<file path="src/rtl/pcg_pkg.sv">
// Shared widths, default parameter values and register indexes for the
// pool reserve cap governor. No dependencies; compiled before all other files.
package pcg_pkg;

  // Field widths of the snapshot, result and configuration beats.
  localparam int unsigned ELEM_W  = 32;
  localparam int unsigned SLOT_W  = 16;
  localparam int unsigned SEEN_W  = 13;
  localparam int unsigned CAP_W   = 10;
  localparam int unsigned RES_W   = 13;
  localparam int unsigned TICK_W  = 5;
  localparam int unsigned CFG_IDX_W  = 2;
  localparam int unsigned CFG_DATA_W = 13;

  // Default tuning values.
  localparam int unsigned FLOOR_CAP_DEF    = 20;
  localparam int unsigned HYSTERESIS_DEF   = 8;
  localparam int unsigned CUT_TICKS_DEF    = 20;
  localparam int unsigned RAMP_TICKS_DEF   = 15;
  localparam int unsigned MAX_CAPACITY_DEF = 4096;

  // Snapshot check and state constants.
  localparam logic [30:0]       ELEM_SIZE_CODE = 31'h0000_0a50;
  localparam logic [SEEN_W-1:0] MIN_NONE       = '1;
  localparam logic [TICK_W-1:0] TICK_MAX       = '1;

  // Configuration register indexes.
  localparam logic [CFG_IDX_W-1:0] REG_ENABLE      = 2'd0;
  localparam logic [CFG_IDX_W-1:0] REG_RESERVE     = 2'd1;
  localparam logic [CFG_IDX_W-1:0] REG_CAP_SETTING = 2'd2;

endpackage

</file>
<file path="src/rtl/pcg_in_if.sv">
// Snapshot channel: valid/ready handshake plus one pool snapshot per beat.
// Depends on pcg_pkg for field widths.
interface pcg_in_if;
  logic                        valid;
  logic                        ready;
  logic                        pool_present;
  logic [pcg_pkg::ELEM_W-1:0]  element_word;
  logic [pcg_pkg::SLOT_W-1:0]  capacity;
  logic [pcg_pkg::SLOT_W-1:0]  free_slots;

  modport source (output valid, pool_present, element_word, capacity, free_slots,
                  input ready);
  modport sink   (input valid, pool_present, element_word, capacity, free_slots,
                  output ready);
endinterface

</file>
<file path="src/rtl/pcg_out_if.sv">
// Result channel: valid/ready handshake plus one governor result per beat.
// Depends on pcg_pkg for field widths.
interface pcg_out_if;
  logic                        valid;
  logic                        ready;
  logic                        snapshot_ok;
  logic [pcg_pkg::SEEN_W-1:0]  free_seen;
  logic [pcg_pkg::SEEN_W-1:0]  capacity_seen;
  logic [pcg_pkg::SEEN_W-1:0]  lowest_free;
  logic [pcg_pkg::CAP_W-1:0]   applied_cap;
  logic                        governor_active;
  logic                        fallback_stage;
  logic                        stage_changed;
  logic                        cut_event;

  modport source (output valid, snapshot_ok, free_seen, capacity_seen, lowest_free,
                  applied_cap, governor_active, fallback_stage, stage_changed,
                  cut_event, input ready);
  modport sink   (input valid, snapshot_ok, free_seen, capacity_seen, lowest_free,
                  applied_cap, governor_active, fallback_stage, stage_changed,
                  cut_event, output ready);
endinterface

</file>
<file path="src/rtl/pcg_cfg_if.sv">
// Configuration write channel: valid/ready handshake, register index and data.
// Depends on pcg_pkg for field widths.
interface pcg_cfg_if;
  logic                            valid;
  logic                            ready;
  logic [pcg_pkg::CFG_IDX_W-1:0]   index;
  logic [pcg_pkg::CFG_DATA_W-1:0]  data;

  modport source (output valid, index, data, input ready);
  modport sink   (input valid, index, data, output ready);
endinterface

</file>
<file path="src/rtl/pool_reserve_cap_governor_unit.sv">
// Channel   Dir  Beat contents
// in_bus    in   pool_present, element_word, capacity, free_slots
// out_bus   out  snapshot_ok, free_seen, capacity_seen, lowest_free, applied_cap,
//                governor_active, fallback_stage, stage_changed, cut_event
// cfg_bus   in   index (0 enable, 1 reserve, 2 cap_setting), data
//
// One snapshot per cycle while out_bus.ready stays high: a beat sits in the input
// register, the governor update runs in one pass of compare, subtract and clamp
// logic, and the result lands in the output register.
// The output register holds a result while out_bus.ready is low; the input
// register keeps taking beats as long as the output register can move.
// Active-low sync reset clears all but the data registers; no clearing pass needed.
// Configuration writes are always taken in the cycle they are offered.
// Top level of the pool reserve cap governor.
// Depends on pcg_pkg, pcg_in_if, pcg_out_if and pcg_cfg_if.
module pool_reserve_cap_governor_unit #(
  parameter int unsigned FLOOR_CAP    = pcg_pkg::FLOOR_CAP_DEF,
  parameter int unsigned HYSTERESIS   = pcg_pkg::HYSTERESIS_DEF,
  parameter int unsigned CUT_TICKS    = pcg_pkg::CUT_TICKS_DEF,
  parameter int unsigned RAMP_TICKS   = pcg_pkg::RAMP_TICKS_DEF,
  parameter int unsigned MAX_CAPACITY = pcg_pkg::MAX_CAPACITY_DEF
) (
  input logic        clk,
  input logic        rst_n,
  pcg_in_if.sink     in_bus,
  pcg_out_if.source  out_bus,
  pcg_cfg_if.sink    cfg_bus
);

  localparam int unsigned CW = pcg_pkg::CAP_W;
  localparam int unsigned SW = pcg_pkg::SEEN_W;
  localparam int unsigned TW = pcg_pkg::TICK_W;
  localparam int unsigned AW = pcg_pkg::SLOT_W + 1;

  localparam logic [CW-1:0]               FLOOR_C = CW'(FLOOR_CAP);
  localparam logic [AW-1:0]               HYST_C  = AW'(HYSTERESIS);
  localparam logic [TW-1:0]               CUT_C   = TW'(CUT_TICKS);
  localparam logic [TW-1:0]               RAMP_C  = TW'(RAMP_TICKS);
  localparam logic [pcg_pkg::SLOT_W-1:0]  MAXCAP_C = pcg_pkg::SLOT_W'(MAX_CAPACITY);

  typedef struct packed {
    logic          snapshot_ok;
    logic [SW-1:0] free_seen;
    logic [SW-1:0] capacity_seen;
    logic [SW-1:0] lowest_free;
    logic [CW-1:0] applied_cap;
    logic          governor_active;
    logic          fallback_stage;
    logic          stage_changed;
    logic          cut_event;
  } result_t;

  // Effective cap from the held value, clamped to the wanted cap; zero follows it.
  function automatic logic [CW-1:0] cur_cap(input logic [CW-1:0] held,
                                            input logic [CW-1:0] want);
    logic [CW-1:0] eff;
    eff = (held != '0) ? held : want;
    if (eff > want) begin
      eff = want;
    end
    return eff;
  endfunction

  function automatic logic [TW-1:0] tick_inc(input logic [TW-1:0] t);
    return (t != pcg_pkg::TICK_MAX) ? t + 1'b1 : pcg_pkg::TICK_MAX;
  endfunction

  // Configuration registers.
  logic          enable_r;
  logic [pcg_pkg::RES_W-1:0] reserve_r;
  logic [CW-1:0] cap_setting_r;

  // Input register.
  logic                       s1_valid_r, s1_valid_nxt;
  logic                       s1_present_r;
  logic [pcg_pkg::ELEM_W-1:0] s1_elem_r;
  logic [pcg_pkg::SLOT_W-1:0] s1_cap_r;
  logic [pcg_pkg::SLOT_W-1:0] s1_free_r;

  // Governor state.
  logic [CW-1:0] held_cap_r, held_cap_nxt;
  logic          stage_r, stage_nxt;
  logic [TW-1:0] tsc_r, tsc_nxt;
  logic [TW-1:0] tsr_r, tsr_nxt;
  logic [SW-1:0] min_free_r, min_free_nxt;
  logic [SW-1:0] last_free_r, last_free_nxt;
  logic [SW-1:0] last_cap_r, last_cap_nxt;

  // Output register.
  logic    out_valid_r, out_valid_nxt;
  result_t res_r, res_nxt;

  logic          in_fire, s1_adv;
  logic          snap_ok, gov_active;
  logic [CW-1:0] wanted, floor_c;

  assign cfg_bus.ready = 1'b1;

  // Configuration writes; indexes past the list are dropped.
  always_ff @(posedge clk) begin
    if (!rst_n) begin
      enable_r      <= 1'b0;
      reserve_r     <= '0;
      cap_setting_r <= '0;
    end else if (cfg_bus.valid) begin
      case (cfg_bus.index)
        pcg_pkg::REG_ENABLE:      enable_r      <= cfg_bus.data[0];
        pcg_pkg::REG_RESERVE:     reserve_r     <= cfg_bus.data[pcg_pkg::RES_W-1:0];
        pcg_pkg::REG_CAP_SETTING: cap_setting_r <= cfg_bus.data[CW-1:0];
        default: ;
      endcase
    end
  end

  // Handshake: the input register moves whenever the output register can take it.
  assign s1_adv        = s1_valid_r && (!out_valid_r || out_bus.ready);
  assign in_bus.ready  = !s1_valid_r || s1_adv;
  assign in_fire       = in_bus.valid && in_bus.ready;
  assign s1_valid_nxt  = in_fire || (s1_valid_r && !s1_adv);
  assign out_valid_nxt = s1_adv || (out_valid_r && !out_bus.ready);

  always_ff @(posedge clk) begin
    if (!rst_n) begin
      s1_valid_r <= 1'b0;
    end else begin
      s1_valid_r <= s1_valid_nxt;
    end
  end

  always_ff @(posedge clk) begin
    if (in_fire) begin
      s1_present_r <= in_bus.pool_present;
      s1_elem_r    <= in_bus.element_word;
      s1_cap_r     <= in_bus.capacity;
      s1_free_r    <= in_bus.free_slots;
    end
  end

  // Snapshot checks and derived caps.
  assign snap_ok = s1_present_r && (s1_elem_r[30:0] == pcg_pkg::ELEM_SIZE_CODE) &&
                   (s1_cap_r != '0) && (s1_cap_r <= MAXCAP_C) && (s1_free_r <= s1_cap_r);
  assign gov_active = enable_r && (reserve_r != '0);
  assign wanted     = (cap_setting_r != '0) ? cap_setting_r : FLOOR_C;
  assign floor_c    = (wanted < FLOOR_C) ? wanted : FLOOR_C;

  // Governor update for the snapshot in the input register.
  always_comb begin
    logic [CW-1:0] eff, gap, cut, room;
    logic [TW-1:0] tc, tr;
    logic [AW-1:0] fr, res, deficit, surplus;
    logic          stg, changed, cut_ev;

    eff     = cur_cap(held_cap_r, wanted);
    gap     = '0;
    cut     = '0;
    room    = '0;
    tc      = tick_inc(tsc_r);
    tr      = tick_inc(tsr_r);
    fr      = {1'b0, s1_free_r};
    res     = AW'(reserve_r);
    deficit = '0;
    surplus = '0;
    stg     = stage_r;
    changed = 1'b0;
    cut_ev  = 1'b0;

    held_cap_nxt  = held_cap_r;
    stage_nxt     = stage_r;
    tsc_nxt       = tsc_r;
    tsr_nxt       = tsr_r;
    min_free_nxt  = min_free_r;
    last_free_nxt = last_free_r;
    last_cap_nxt  = last_cap_r;

    if (s1_adv && snap_ok) begin
      last_free_nxt = s1_free_r[SW-1:0];
      last_cap_nxt  = s1_cap_r[SW-1:0];
      if (s1_free_r < pcg_pkg::SLOT_W'(min_free_r)) begin
        min_free_nxt = s1_free_r[SW-1:0];
      end

      if (!gov_active) begin
        held_cap_nxt = '0;
        stage_nxt    = 1'b0;
        changed      = stage_r;
      end else begin
        if (fr < res) begin
          // Under reserve: cut by the deficit toward the floor.
          if ((tc >= CUT_C) || (fr < (res >> 1))) begin
            deficit = res - fr;
            gap     = (eff > floor_c) ? eff - floor_c : '0;
            cut     = (AW'(gap) < deficit) ? gap : deficit[CW-1:0];
            eff     = eff - cut;
            if ((cut == '0) && (eff <= floor_c)) begin
              stg = 1'b1;
            end
            cut_ev = (cut != '0) || (stg != stage_r);
            tc     = '0;
          end
        end else if ((fr > res + HYST_C) && (tr >= RAMP_C)) begin
          // Well over reserve: drop the stage flag first, then ramp the cap.
          surplus = fr - res - HYST_C;
          if (stg) begin
            stg = 1'b0;
          end else if (eff < wanted) begin
            room = wanted - eff;
            eff  = (surplus >= AW'(room)) ? wanted : eff + surplus[CW-1:0];
          end
          tr = '0;
        end
        held_cap_nxt = (eff == wanted) ? '0 : eff;
        stage_nxt    = stg;
        tsc_nxt      = tc;
        tsr_nxt      = tr;
        changed      = (stg != stage_r);
      end
    end

    res_nxt.snapshot_ok     = snap_ok;
    res_nxt.free_seen       = last_free_nxt;
    res_nxt.capacity_seen   = last_cap_nxt;
    res_nxt.lowest_free     = min_free_nxt;
    res_nxt.applied_cap     = gov_active ? cur_cap(held_cap_nxt, wanted) : FLOOR_C;
    res_nxt.governor_active = gov_active;
    res_nxt.fallback_stage  = stage_nxt;
    res_nxt.stage_changed   = changed;
    res_nxt.cut_event       = cut_ev;
  end

  // State registers.
  always_ff @(posedge clk) begin
    if (!rst_n) begin
      held_cap_r  <= '0;
      stage_r     <= 1'b0;
      tsc_r       <= '0;
      tsr_r       <= '0;
      min_free_r  <= pcg_pkg::MIN_NONE;
      last_free_r <= '0;
      last_cap_r  <= '0;
    end else begin
      held_cap_r  <= held_cap_nxt;
      stage_r     <= stage_nxt;
      tsc_r       <= tsc_nxt;
      tsr_r       <= tsr_nxt;
      min_free_r  <= min_free_nxt;
      last_free_r <= last_free_nxt;
      last_cap_r  <= last_cap_nxt;
    end
  end

  // Output register.
  always_ff @(posedge clk) begin
    if (!rst_n) begin
      out_valid_r <= 1'b0;
    end else begin
      out_valid_r <= out_valid_nxt;
    end
  end

  always_ff @(posedge clk) begin
    if (s1_adv) begin
      res_r <= res_nxt;
    end
  end

  assign out_bus.valid           = out_valid_r;
  assign out_bus.snapshot_ok     = res_r.snapshot_ok;
  assign out_bus.free_seen       = res_r.free_seen;
  assign out_bus.capacity_seen   = res_r.capacity_seen;
  assign out_bus.lowest_free     = res_r.lowest_free;
  assign out_bus.applied_cap     = res_r.applied_cap;
  assign out_bus.governor_active = res_r.governor_active;
  assign out_bus.fallback_stage  = res_r.fallback_stage;
  assign out_bus.stage_changed   = res_r.stage_changed;
  assign out_bus.cut_event       = res_r.cut_event;

  // The lowest free count never rises outside reset.
  a_min_monotonic: assert property (@(posedge clk) disable iff (!rst_n)
    rst_n |=> (min_free_r <= $past(min_free_r)))
    else $error("lowest free count increased");

  // A rejected snapshot reports no stage change and no cut.
  a_bad_snap_quiet: assert property (@(posedge clk) disable iff (!rst_n)
    (out_valid_r && !res_r.snapshot_ok) |-> (!res_r.stage_changed && !res_r.cut_event))
    else $error("rejected snapshot reported an event");

  // A cut only happens while the governor is active.
  a_cut_needs_active: assert property (@(posedge clk) disable iff (!rst_n)
    (out_valid_r && res_r.cut_event) |-> res_r.governor_active)
    else $error("cut reported with governor inactive");

  // A held input beat is neither lost nor overwritten.
  a_s1_hold: assert property (@(posedge clk) disable iff (!rst_n)
    (s1_valid_r && !s1_adv) |=> (s1_valid_r && $stable(s1_free_r) && $stable(s1_cap_r)))
    else $error("input register changed while held");

endmodule

</file>
<file path="src/flat_wrapper.sv">
// flat-port wrapper written by rule: the top's interface ports become plain ports
module pool_reserve_cap_governor_unit_flat 
#(
  parameter int unsigned FLOOR_CAP    = pcg_pkg::FLOOR_CAP_DEF,
  parameter int unsigned HYSTERESIS   = pcg_pkg::HYSTERESIS_DEF,
  parameter int unsigned CUT_TICKS    = pcg_pkg::CUT_TICKS_DEF,
  parameter int unsigned RAMP_TICKS   = pcg_pkg::RAMP_TICKS_DEF,
  parameter int unsigned MAX_CAPACITY = pcg_pkg::MAX_CAPACITY_DEF
)
  (clk, rst_n, in_bus_valid, in_bus_pool_present, in_bus_element_word, in_bus_capacity, in_bus_free_slots, in_bus_ready, out_bus_valid, out_bus_snapshot_ok, out_bus_free_seen, out_bus_capacity_seen, out_bus_lowest_free, out_bus_applied_cap, out_bus_governor_active, out_bus_fallback_stage, out_bus_stage_changed, out_bus_cut_event, out_bus_ready, cfg_bus_valid, cfg_bus_index, cfg_bus_data, cfg_bus_ready);
  pcg_in_if in_bus_i ();
  pcg_out_if out_bus_i ();
  pcg_cfg_if cfg_bus_i ();
  input logic clk;
  input logic rst_n;
  input wire logic [$bits(in_bus_i.valid)-1:0] in_bus_valid;
  input wire logic [$bits(in_bus_i.pool_present)-1:0] in_bus_pool_present;
  input wire logic [$bits(in_bus_i.element_word)-1:0] in_bus_element_word;
  input wire logic [$bits(in_bus_i.capacity)-1:0] in_bus_capacity;
  input wire logic [$bits(in_bus_i.free_slots)-1:0] in_bus_free_slots;
  output wire logic [$bits(in_bus_i.ready)-1:0] in_bus_ready;
  output wire logic [$bits(out_bus_i.valid)-1:0] out_bus_valid;
  output wire logic [$bits(out_bus_i.snapshot_ok)-1:0] out_bus_snapshot_ok;
  output wire logic [$bits(out_bus_i.free_seen)-1:0] out_bus_free_seen;
  output wire logic [$bits(out_bus_i.capacity_seen)-1:0] out_bus_capacity_seen;
  output wire logic [$bits(out_bus_i.lowest_free)-1:0] out_bus_lowest_free;
  output wire logic [$bits(out_bus_i.applied_cap)-1:0] out_bus_applied_cap;
  output wire logic [$bits(out_bus_i.governor_active)-1:0] out_bus_governor_active;
  output wire logic [$bits(out_bus_i.fallback_stage)-1:0] out_bus_fallback_stage;
  output wire logic [$bits(out_bus_i.stage_changed)-1:0] out_bus_stage_changed;
  output wire logic [$bits(out_bus_i.cut_event)-1:0] out_bus_cut_event;
  input wire logic [$bits(out_bus_i.ready)-1:0] out_bus_ready;
  input wire logic [$bits(cfg_bus_i.valid)-1:0] cfg_bus_valid;
  input wire logic [$bits(cfg_bus_i.index)-1:0] cfg_bus_index;
  input wire logic [$bits(cfg_bus_i.data)-1:0] cfg_bus_data;
  output wire logic [$bits(cfg_bus_i.ready)-1:0] cfg_bus_ready;
  assign in_bus_i.valid = in_bus_valid;
  assign in_bus_i.pool_present = in_bus_pool_present;
  assign in_bus_i.element_word = in_bus_element_word;
  assign in_bus_i.capacity = in_bus_capacity;
  assign in_bus_i.free_slots = in_bus_free_slots;
  assign in_bus_ready = in_bus_i.ready;
  assign out_bus_valid = out_bus_i.valid;
  assign out_bus_snapshot_ok = out_bus_i.snapshot_ok;
  assign out_bus_free_seen = out_bus_i.free_seen;
  assign out_bus_capacity_seen = out_bus_i.capacity_seen;
  assign out_bus_lowest_free = out_bus_i.lowest_free;
  assign out_bus_applied_cap = out_bus_i.applied_cap;
  assign out_bus_governor_active = out_bus_i.governor_active;
  assign out_bus_fallback_stage = out_bus_i.fallback_stage;
  assign out_bus_stage_changed = out_bus_i.stage_changed;
  assign out_bus_cut_event = out_bus_i.cut_event;
  assign out_bus_i.ready = out_bus_ready;
  assign cfg_bus_i.valid = cfg_bus_valid;
  assign cfg_bus_i.index = cfg_bus_index;
  assign cfg_bus_i.data = cfg_bus_data;
  assign cfg_bus_ready = cfg_bus_i.ready;
  pool_reserve_cap_governor_unit #(.FLOOR_CAP(FLOOR_CAP), .HYSTERESIS(HYSTERESIS), .CUT_TICKS(CUT_TICKS), .RAMP_TICKS(RAMP_TICKS), .MAX_CAPACITY(MAX_CAPACITY)) u_core (.clk(clk), .rst_n(rst_n), .in_bus(in_bus_i), .out_bus(out_bus_i), .cfg_bus(cfg_bus_i));
endmodule
</file>
<file path="config.mk">
export PLATFORM = sky130hd
export DESIGN_NAME = pool_reserve_cap_governor_unit_flat
export DESIGN_NICKNAME = d
export VERILOG_FILES = /design/src/rtl/pcg_pkg.sv /design/src/rtl/pcg_in_if.sv /design/src/rtl/pcg_out_if.sv /design/src/rtl/pcg_cfg_if.sv /design/src/rtl/pool_reserve_cap_governor_unit.sv /design/src/flat_wrapper.sv
export SDC_FILE = /design/constraint.sdc
export NUM_CORES = 1
export LEC_CHECK = 0
export ABC_AREA = 1
export BUFFER_PORTS_ARGS = -buffer_cell sky130_fd_sc_hd__buf_2
export CAP_MARGIN = 0
export CORE_MARGIN = 4
export CORE_UTILIZATION = 35
export CTS_BUF_LIST = sky130_fd_sc_hd__clkbuf_2
export DETAILED_ROUTE_END_ITERATION = 16
export MAX_ROUTING_LAYER = met4
export PLACE_DENSITY = 0.53
export SLEW_MARGIN = 20
export SYNTH_ARGS = -nofsm -noshare
export SYNTH_HDL_FRONTEND = slang
export SYNTH_SLANG_ARGS = --single-unit
</file>
<file path="constraint.sdc">
create_clock -name clk -period 10.95 [get_ports clk]
set_input_delay 0.5475 -clock clk [delete_from_list [all_inputs] [get_ports clk]]
set_output_delay 0.5475 -clock clk [all_outputs]
set_load 0.01 [all_outputs]
</file>
==> results.yml, run 1 <==
critical_path:
  crit_path_frequent_cell: "nand2_1"
  crit_slowest_cell: "dfxtp_2"
  r2r_slack_ps: 980
  slowest_delay_ps: 400
  reg2reg_depth: 71
  reg2reg_to: "u_core.out_bus.applied_cap[8]"
  end_kind: "flop"
  r2r_start: "u_core.cap_setting_r[0]"
  path_class: "flop to flop"
  crit_path_start_kind: "flop"
  crit_fanout: 10
  required_ps: 11530
  critical_path_arrival_ps: 10540
clocking:
  cts.clk_slew.worst_paths_ps: 90
  cts_tree: "yes"
  cts-buffers-inserted: 53
  clockBufferDepth: 3
  clock_latency_ps: 860
  cts.sinks: 204
  root_buffer: "clkbuf_2"
  ctsHtreeMaxLevel: 2
power:
  clkPwrFrac_pct: 20.9
  peakVddDrop_v: 0.000118
  power.switching_mw: 1.07
  swShare_pct: 41.1
  leakagePower_nw: 9.04
  power.internal_mw: 1.53
  power_per_cell_area_nw_per_um2: 142
  power.total_mw: 2.60
  comb_power_share_pct: 45.9
  sequentialPowerShare_pct: 33.1
logic_synthesis:
  synthCells: 1968
  synth-edff-count: 118
  ys.flop_type: "edfxtp_1"
  ys_ff_latch: 204
  syn_avg_cell_area_um2: 7.64
  yosysSeqAreaShare_pct: 35.0
  synth_warnings: 0
  synthArstFlopShare_pct: 0
  netlist-cell-type-count: 59
  netlist_area_um2: 15000
run:
  cap_violations: 0
detailed_routing:
  drtAntennaViolNets: 0
  via_per_inst: 4.94
  drc: 0
  drt_iter0_markers: 803
  num_vias: 14287
  wl_per_cell_um: 16.7
  firstDrtPassIters: 5
  wirelength_mm: 48.1
sta:
  tightest_slew_ps: 912
  post-route-period-util_pct: 91.0
  rsz0062_at_grt: "no"
  finalSetupViolCount: 0
  setup_ws_ps: 981
  tns_ps: 0
  period_minus_slack_ps: 9970
  finClkSkew_ps: 52.5
  slew_headroom_pct: 39.0
  hold_viol_final: 0
  slew_viol_final: 0
  fmax_mhz: 100
layout:
  layout_common_cells: "434 x nand2_1, 282 x inv_1, 179 x a21oi_1"
  fin_util_pct: 43.5
  final_nets: 2578
  seqCellArea_um2: 5270
  area_growth_pct: 22.1
  drive_gt1_share_pct: 16.9
  multiInputGateArea_um2: 8560
  final_common_cell: "nand2_1"
  fillerInstances: 4328
global_routing:
  gr-total-overflow: 0
  grt_pass1_wl_mm: 74.7
  grtUsageTotal_pct: 20.6
  grt_max_degree: 65
  antenna_found_initial: 1
  grt_pass1_vias: 13918
floorplan:
  die_x_um: 215
  pin_count: 142
  initial_core_util_pct: 35.6
  core_um2: 42200
  rows: 75
  dieArea_um2: 46300
  die_y_um: 215
hold_path:
  hold_class: "input pin to flop"
  whs_path_depth: 4
  holdPathEnd: "u_core.cap_setting_r[4]"
  hold_start: "cfg_bus_index[0]"
place:
  gp_congestion: 0.949
  port_buffers: 139
  place_hpwl_mm: 37.7
  place_worst_setup_slack_ps: 595
outcome:
  status: "complete, no violations"
==> flip-flops by register name (all words and copies together), names as in the netlist, 5 cells and up <==
signal and count:
u_core.out_bus.applied_cap 10, u_core.s1_elem_r 31, u_core.s1_cap_r 16, u_core.tsr_r 5
u_core.out_bus.lowest_free 13, u_core.min_free_r 13, u_core.last_cap_r 13, u_core.held_cap_r 10
u_core.out_bus.free_seen 13, u_core.last_free_r 13, u_core.cap_setting_r 10, u_core.tsc_r 5
u_core.s1_free_r 16, u_core.reserve_r 13, u_core.out_bus.capacity_seen 13
==> worst max-delay path by stage <==
stage | depth (start not counted) | end | slack [ps] | from
finish | 71 | u_core.out_bus.applied_cap[8] | 980 | u_core.cap_setting_r[0]
CTS | 67 | u_core.out_bus.applied_cap[8] | 570 | u_core.held_cap_r[0]
global route | 77 | u_core.out_bus.applied_cap[8] | 30 | u_core.held_cap_r[4]
detailed placement | 69 | u_core.out_bus.applied_cap[8] | 600 | u_core.held_cap_r[0]
floorplan | 69 | u_core.out_bus.applied_cap[9] | 1530 | u_core.cap_setting_r[1]
global placement | 69 | u_core.out_bus.applied_cap[8] | 580 | u_core.held_cap_r[0]
==> cell families (layout without fill, tap and decap cells) <==
| family | after synthesis | in the layout | share of synthesized area (%) |
|---|---|---|---|
| compound gates | 349 | 349 | 12.9 |
| xor+xnor | 51 | 51 | 2.97 |
| fa+ha+maj | 187 | 187 | 16.0 |
| buf+inv | 339 | 710 | 8.67 |
| flops | 204 | 204 | 35.0 |
| other cells | 1 | 13 | 0.0250 |
| simple gates | 837 | 837 | 24.5 |
==> synth_stat cells (2+ instances only) <==
cell      instances  area, um2
a22oi_1           3       22.5
a211oi_1          4       30.0
clkbuf_1         30        113
nor3_1           27        135
o21bai_1          6       45.0
clkinv_1          3       11.3
buf_2             6       30.0
o21ai_2           8       70.1
o21ai_1          13       65.1
nand4_1          52        325
nor4_1           17        106
xor2_1           38        333
a21oi_1         181        906
nor2_8            2       40.0
xnor2_1          13        114
a21boi_0          3       22.5
o21a_1            4       30.0
nand3b_1          5       37.5
nand3_2           4       40.0
buf_6             2       22.5
o21ai_0          90        450
o211ai_1          7       52.6
a21oi_2           2       17.5
dfxtp_1          86       1720
and2_1            3       18.8
fa_1              8        160
nand2_2           4       25.0
nor2_2            8       50.1
a31oi_1           8       50.1
or2_2            17        106
inv_2            11       41.3
o31ai_1           2       15.0
edfxtp_1        118       3540
inv_1           284       1070
nand2_1         436       1640
ha_1            179       2240
o22ai_1           2       12.5
nand3_1         110        551
buf_4             2       15.0
nor2_1          145        544
a21o_1            7       52.6
==> area by class of cell <==
cell class              count  share of cell area, %
clock buffers              78                   2.13
clock inverters            20                  0.627
flip-flops and latches    204                   28.7
diodes                      2                 0.0273
multi-input cells        1435                   46.6
well taps                 539                   3.68
inverters                 298                   6.11
repair buffers            314                   12.1
==> layer usage <==
metal / GRT usage [%] / share of wire (%)
met1: 26.3 / 45
met2: 34.5 / 48
met3: 2.85 / 4.8
met4: 5.41 / 2.4
met5: - / 0
==> power by group through the flow <==
stage	Combinational, mW	Sequential, mW	Clock [mW]
2_1_floorplan	0.766	0.873	0
3_3_place_gp	1.13	0.880	0
3_5_place_dp	1.15	0.880	0
4_1_cts	1.18	0.863	0.570
5_1_grt	1.35	0.866	0.611
6_report	1.19	0.862	0.545
==> timing repair <==
action,4_1_cts,5_1_grt
gates resized for setup,0,28
hold buffers,81,0
setup buffers,0,2
endpoints found under the setup margin,0,10
endpoints found under the hold margin,85,0
==> critical path, delay by kind of cell (launching register included) <==
family                   cells  cell delay (ps)
buffers and inverters       14             1460
flip-flops                   1              400
adder cells (fa/ha/maj)      6             1720
AND/OR/NAND/NOR             31             3280
XOR/XNOR                     1              150
AO/OA/AOI/OAI               19             2640
==> metrics by stage <==
stage / area [um2] / cells / hold slack (ps)
global route: 18300 / 2889 / 50.5
finish: 18300 / 2890 / 103
detailed placement: 17000 / 2707 / 464
floorplan: 15100 / 1978 / 451
CTS: 18300 / 2886 / 16.4
global placement: 17000 / 2707 / 460
Note: power is estimated with default switching activity, not from simulation.
==> inputs of run 2 (changes only) <==
--- a/config.mk
+++ b/config.mk
@@ -6,14 +6,14 @@
 export NUM_CORES = 1
 export LEC_CHECK = 0
 export ABC_AREA = 1
-export BUFFER_PORTS_ARGS = -buffer_cell sky130_fd_sc_hd__buf_2
 export CAP_MARGIN = 0
 export CORE_MARGIN = 4
 export CORE_UTILIZATION = 35
 export CTS_BUF_LIST = sky130_fd_sc_hd__clkbuf_2
 export DETAILED_ROUTE_END_ITERATION = 16
+export DONT_BUFFER_PORTS = 1
 export MAX_ROUTING_LAYER = met4
-export PLACE_DENSITY = 0.53
+export PLACE_DENSITY = 0.5
 export SLEW_MARGIN = 20
 export SYNTH_ARGS = -nofsm -noshare
 export SYNTH_HDL_FRONTEND = slang
==> results.yml, run 2 (synthesis results as in run 1) <==
layout:
  drive_gt1_share_pct: 10.8
  reg_top3: "u_core.s1_elem_r x31, u_core.s1_cap_r x16, u_core.s1_free_r x16"
  area_growth_pct: 16.9
  final_nets: 2422
  final_common_cell: "nand2_1"
  largest_reg_flops: 31
  layout_common_cells: "434 x nand2_1, 282 x inv_1, 179 x ha_1"
  fillerInstances: 4396
  layout.cells.non_filler: 2736
  regMostFlops: "u_core.s1_elem_r"
sta:
  finClkSkew_ps: 64.0
  finalSetupViolCount: 0
  tightest_slew_ps: 950
  post-route-period-util_pct: 91.5
  hold_viol_final: 0
  period_minus_slack_ps: 10020
  fmax_mhz: 99.8
  slew_viol_final: 0
  rsz0062_at_grt: "no"
  slew_headroom_pct: 36.5
  tns_ps: 0
clocking:
  cts.clk_slew.worst_paths_ps: 120
  ctsHtreeMaxLevel: 2
  cts_tree: "yes"
  root_buffer: "clkbuf_2"
  clockBufferDepth: 3
  cts.sinks: 204
  cts-buffers-inserted: 53
  clock_latency_ps: 860
power:
  peakVddDrop_v: 0.0000839
  leakagePower_nw: 8.40
  power_per_cell_area_nw_per_um2: 145
critical_path:
  crit_path_frequent_cell: "nand2_1"
  reg2reg_depth: 77
  crit_path_start_kind: "flop"
  required_ps: 11530
  crit_fanout: 11
  end_kind: "flop"
  crit_slowest_cell: "fa_1"
  r2r_slack_ps: 930
  reg2reg_to: "u_core.out_bus.applied_cap[7]"
  r2r_start: "u_core.held_cap_r[7]"
  path_class: "flop to flop"
  critical_path_arrival_ps: 10610
  slowest_delay_ps: 410
detailed_routing:
  wirelength_mm: 48.6
  num_vias: 13912
  drc: 0
  drtAntennaViolNets: 0
  firstDrtPassIters: 7
  wl_per_cell_um: 17.7
  drt_iter0_markers: 698
  via_per_inst: 5.08
hold_path:
  holdPathEnd: "u_core.reserve_r[10]"
  hold_class: "input pin to flop"
  hold_start: "rst_n"
  whs_path_depth: 3
place:
  port_buffers: 0
  gp_congestion: 0.926
  dp.cells: 2544
  place_hpwl_mm: 37.7
global_routing:
  grt_max_degree: 65
  grt_pass1_vias: 13456
  met1_usage_pct: 26.3
  grt_pass1_wl_mm: 75.0
  use_met2_pct: 34.3
  grtUsageTotal_pct: 20.9
  antenna_found_initial: 3
  grt_use_met3_pct: 4.19
  gr-total-overflow: 0
  grt_busiest_layer: "met2"
floorplan:
  rows: 75
  die_x_um: 215
  dieArea_um2: 46300
  pin_count: 142
  initial_core_util_pct: 35.6
  core_um2: 42200
  die_y_um: 215
run:
  cap_violations: 0
outcome:
  status: "complete, no violations"
-- run 2: per-layer routing --
| layer | vias to the layer above | wire length, um |
|---|---|---|
| met1 | 6418 | 21600 |
| met2 | 394 | 22600 |
| met5 | - | 0 |
| met3 | 95 | 2860 |
| met4 | 0 | 1510 |
| li1 | 7005 | - |
-- run 2: power by group --
group	internal, mW	switching [mW]
logic	0.434	0.707
clock network	0.195	0.339
registers	0.837	0.0301
total	1.47	1.08
-- run 2: per-stage QoR --
step                      area (um2)  setup WS, ps  hold slack [ps]  util [%]  total power [mW]
final                          17600           926              247      41.6              2.54
after global routing           17600          42.4              188      41.6              2.76
after CTS                      17400           348              196      41.3              2.53
after detailed placement       16100           421              464      38.1              1.95
after global placement         16100           451              460      38.1              1.93
after floorplan                15100          1530              451         -              1.64
-- run 2: cell type report --
class | count | area [um2] | share of cell area (%)
multi-input combinational | 1437 | 8630 | 49.1
sequential | 204 | 5270 | 30.0
timing repair buffer | 156 | 1380 | 7.85
inverter | 298 | 1120 | 6.37
tap | 539 | 674 | 3.84
clock buffer | 77 | 385 | 2.19
clock inverter | 23 | 108 | 0.612
antenna | 2 | 5.00 | 0.0285
-- run 2: how the worst max path moves through the flow --
stage          cells after the start                            end  slack, ps               startpoint
5_1_grt                           68  u_core.out_bus.applied_cap[9]         40     u_core.held_cap_r[7]
3_3_place_gp                      67  u_core.out_bus.applied_cap[5]        450  u_core.cap_setting_r[5]
6_report                          77  u_core.out_bus.applied_cap[7]        930     u_core.held_cap_r[7]
3_5_place_dp                      67  u_core.out_bus.applied_cap[5]        420  u_core.cap_setting_r[5]
2_1_floorplan                     69  u_core.out_bus.applied_cap[9]       1530  u_core.cap_setting_r[1]
4_1_cts                           69  u_core.out_bus.applied_cap[1]        350     u_core.held_cap_r[7]
-- run 2: critical path: cells and delay by family, from the launching register on --
| kind | cells | cell delay (ps) |
|---|---|---|
| and+or+nand+nor | 42 | 3910 |
| AOI/OAI and AO/OA | 14 | 2120 |
| adders and majority gates | 6 | 1770 |
| buffers and inverters | 14 | 1420 |
| DFF | 1 | 370 |
| xor gates and xnor gates | 1 | 140 |
-- run 2: timing repair --
action,4_1_cts,5_1_grt
hold endpoints to repair,105,0
setup buffers,0,3
endpoints found under the setup margin,0,10
hold buffers,85,0
resized for setup,0,26
==> inputs of run 3 (changes only) <==
--- a/config.mk
+++ b/config.mk
@@ -13,7 +13,7 @@
 export DETAILED_ROUTE_END_ITERATION = 16
 export DONT_BUFFER_PORTS = 1
 export MAX_ROUTING_LAYER = met4
-export PLACE_DENSITY = 0.5
+export PLACE_DENSITY_LB_ADDON = 0.25
 export SLEW_MARGIN = 20
 export SYNTH_ARGS = -nofsm -noshare
 export SYNTH_HDL_FRONTEND = slang
==> results.yml, run 3 (synthesis results as in run 1) <==
outcome:
  status: "complete, no violations"
detailed_routing:
  firstDrtPassIters: 5
  wirelength_mm: 47.5
  via_per_inst: 5.08
  wl_per_cell_um: 17.4
  drt_iter0_markers: 994
  drc: 0
  drtAntennaViolNets: 0
  num_vias: 13862
critical_path:
  crit_family: "simple AND/OR/NAND/NOR gates"
  crit_path_start_kind: "flop"
  critical_path_arrival_ps: 10750
  end_kind: "flop"
  path_class: "flop to flop"
  required_ps: 11550
  endpoint: "u_core.out_bus.applied_cap[9]"
  slowest_delay_ps: 410
  reg2reg_depth: 71
  reg2reg_to: "u_core.out_bus.applied_cap[9]"
  r2r_slack_ps: 790
  crit_slowest_cell: "fa_1"
  r2r_start: "u_core.held_cap_r[9]"
  startpoint: "u_core.held_cap_r[9]"
  cp_num_cells: 71
  crit_fanout: 10
  crit_path_frequent_cell: "nand2_1"
  path_buf_inv: 10
power:
  peakVddDrop_v: 0.0000920
  power.internal_mw: 1.47
  comb_power_share_pct: 45.0
  sequentialPowerShare_pct: 34.2
  swShare_pct: 42.0
  leakagePower_nw: 8.40
  clkPwrFrac_pct: 20.8
  power_per_cell_area_nw_per_um2: 144
  power.switching_mw: 1.06
sta:
  finalSetupViolCount: 0
  slew_headroom_pct: 37.9
  tightest_slew_ps: 928
  rsz0062_at_grt: "no"
  post-route-period-util_pct: 92.8
  finClkSkew_ps: 50.4
  fmax_mhz: 98.5
  period_minus_slack_ps: 10160
  tns_ps: 0
  hold_viol_final: 0
  slew_viol_final: 0
place:
  port_buffers: 0
  place_hpwl_mm: 37.0
  gp_congestion: 0.941
  dp.cells: 2533
layout:
  drive_gt1_share_pct: 10.7
  layout_common_cells: "433 x nand2_1, 281 x inv_1, 179 x a21oi_1"
  final_common_cell: "nand2_1"
  fin_util_pct: 41.6
  largest_reg_flops: 31
  final_nets: 2417
  reg_top3: "u_core.s1_elem_r x31, u_core.s1_cap_r x16, u_core.s1_free_r x16"
  regMostFlops: "u_core.s1_elem_r"
  area_growth_pct: 16.8
  layout.cells.non_filler: 2728
run:
  cap_violations: 0
global_routing:
  gr-total-overflow: 0
  grtUsageTotal_pct: 20.5
  grt_max_degree: 65
  antenna_found_initial: 3
  grt_pass1_vias: 13614
  grt_pass1_wl_mm: 74.2
floorplan:
  core_um2: 42200
  die_y_um: 215
  pin_count: 142
  rows: 75
  die_x_um: 215
  initial_core_util_pct: 35.6
  dieArea_um2: 46300
clocking:
  cts_tree: "yes"
  clock_latency_ps: 850
  ctsHtreeMaxLevel: 2
  cts-buffers-inserted: 51
  clockBufferDepth: 3
  cts.sinks: 204
  root_buffer: "clkbuf_2"
  cts.clk_slew.worst_paths_ps: 120
hold_path:
  hold_class: "input pin to flop"
  whs_path_depth: 1
-- run 3: cell count changes in the layout (fill, tap and decap cells not counted), moves of 3 or more --
| cell | change |
|---|---|
| dlygate4sd3_1 | +8 |
| buf_4 | -10 |
| clkinv_2 | -4 |
| clkinv_1 | -7 |
| clkbuf_2 | +6 |
| dfxtp_1 | -3 |
| nor2_1 | -3 |
| dfxtp_4 | +3 |
-- run 3: stage by stage --
step	setup WS (ps)	total power, mW	instance area, um2	hold WS (ps)
6_report	793	2.53	17600	331
5_1_grt	4.30	2.74	17600	222
4_1_cts	493	2.51	17400	215
3_5_place_dp	526	1.94	16000	464
3_3_place_gp	653	1.92	16000	460
2_1_floorplan	1530	1.64	15100	451
-- run 3: cell type report --
class / count / area, um2
Clock inverter: 11 / 51.3
Multi-Input combinational cell: 1435 / 8600
Sequential cell: 204 / 5280
Fill cell: 4360 / 24700
Timing Repair Buffer: 155 / 1410
Clock buffer: 83 / 415
Tap cell: 539 / 674
Antenna cell: 3 / 7.51
Inverter: 298 / 1120
-- run 3: timing repair --
action	CTS	global route
endpoints found under the hold margin	106	0
hold buffers	93	0
setup endpoints to repair	0	10
buffers inserted	0	4
gates resized for setup	0	38
-- run 3: worst min path at each step --
stage                             from                    end  slack, ps
2_1_floorplan        u_core.s1_valid_r   u_core.out_bus.valid        450
3_3_place_gp     u_core.last_free_r[1]  u_core.last_free_r[1]        460
3_5_place_dp      u_core.last_cap_r[1]   u_core.last_cap_r[1]        460
4_1_cts             in_bus_capacity[7]     u_core.s1_cap_r[7]        210
5_1_grt           in_bus_free_slots[9]    u_core.s1_free_r[9]        220
6_report       in_bus_element_word[18]   u_core.s1_elem_r[18]        330
-- run 3: power groups by stage --
stage / sequential, mW / clock, mW / combinational (mW)
after floorplan: 0.873 / 0 / 0.766
after global placement: 0.884 / 0 / 1.04
after detailed placement: 0.885 / 0 / 1.06
after CTS: 0.867 / 0.540 / 1.10
after global routing: 0.870 / 0.588 / 1.28
final: 0.866 / 0.526 / 1.14
-- run 3: worst register-to-register path, delay by kind of cell, from the launching register on --
kind / cells / cell delay [ps]
buffers and inverters: 10 / 1240
DFF: 1 / 370
xor gates and xnor gates: 1 / 330
AOI/OAI and AO/OA: 18 / 2770
and+or+nand+nor: 36 / 3560
adders and majority gates: 6 / 1650
-- run 3: per-layer routing --
| layer | global-route usage [%] | vias up | wire (um) | part of all wire, % |
|---|---|---|---|---|
| met3 | 3.31 | 86 | 2520 | 5.3 |
| met5 | - | - | 0 | 0 |
| met4 | 5.95 | 0 | 1280 | 2.7 |
| met2 | 34.7 | 377 | 22900 | 48 |
| met1 | 25.3 | 6424 | 20800 | 44 |
| li1 | - | 6975 | - | - |
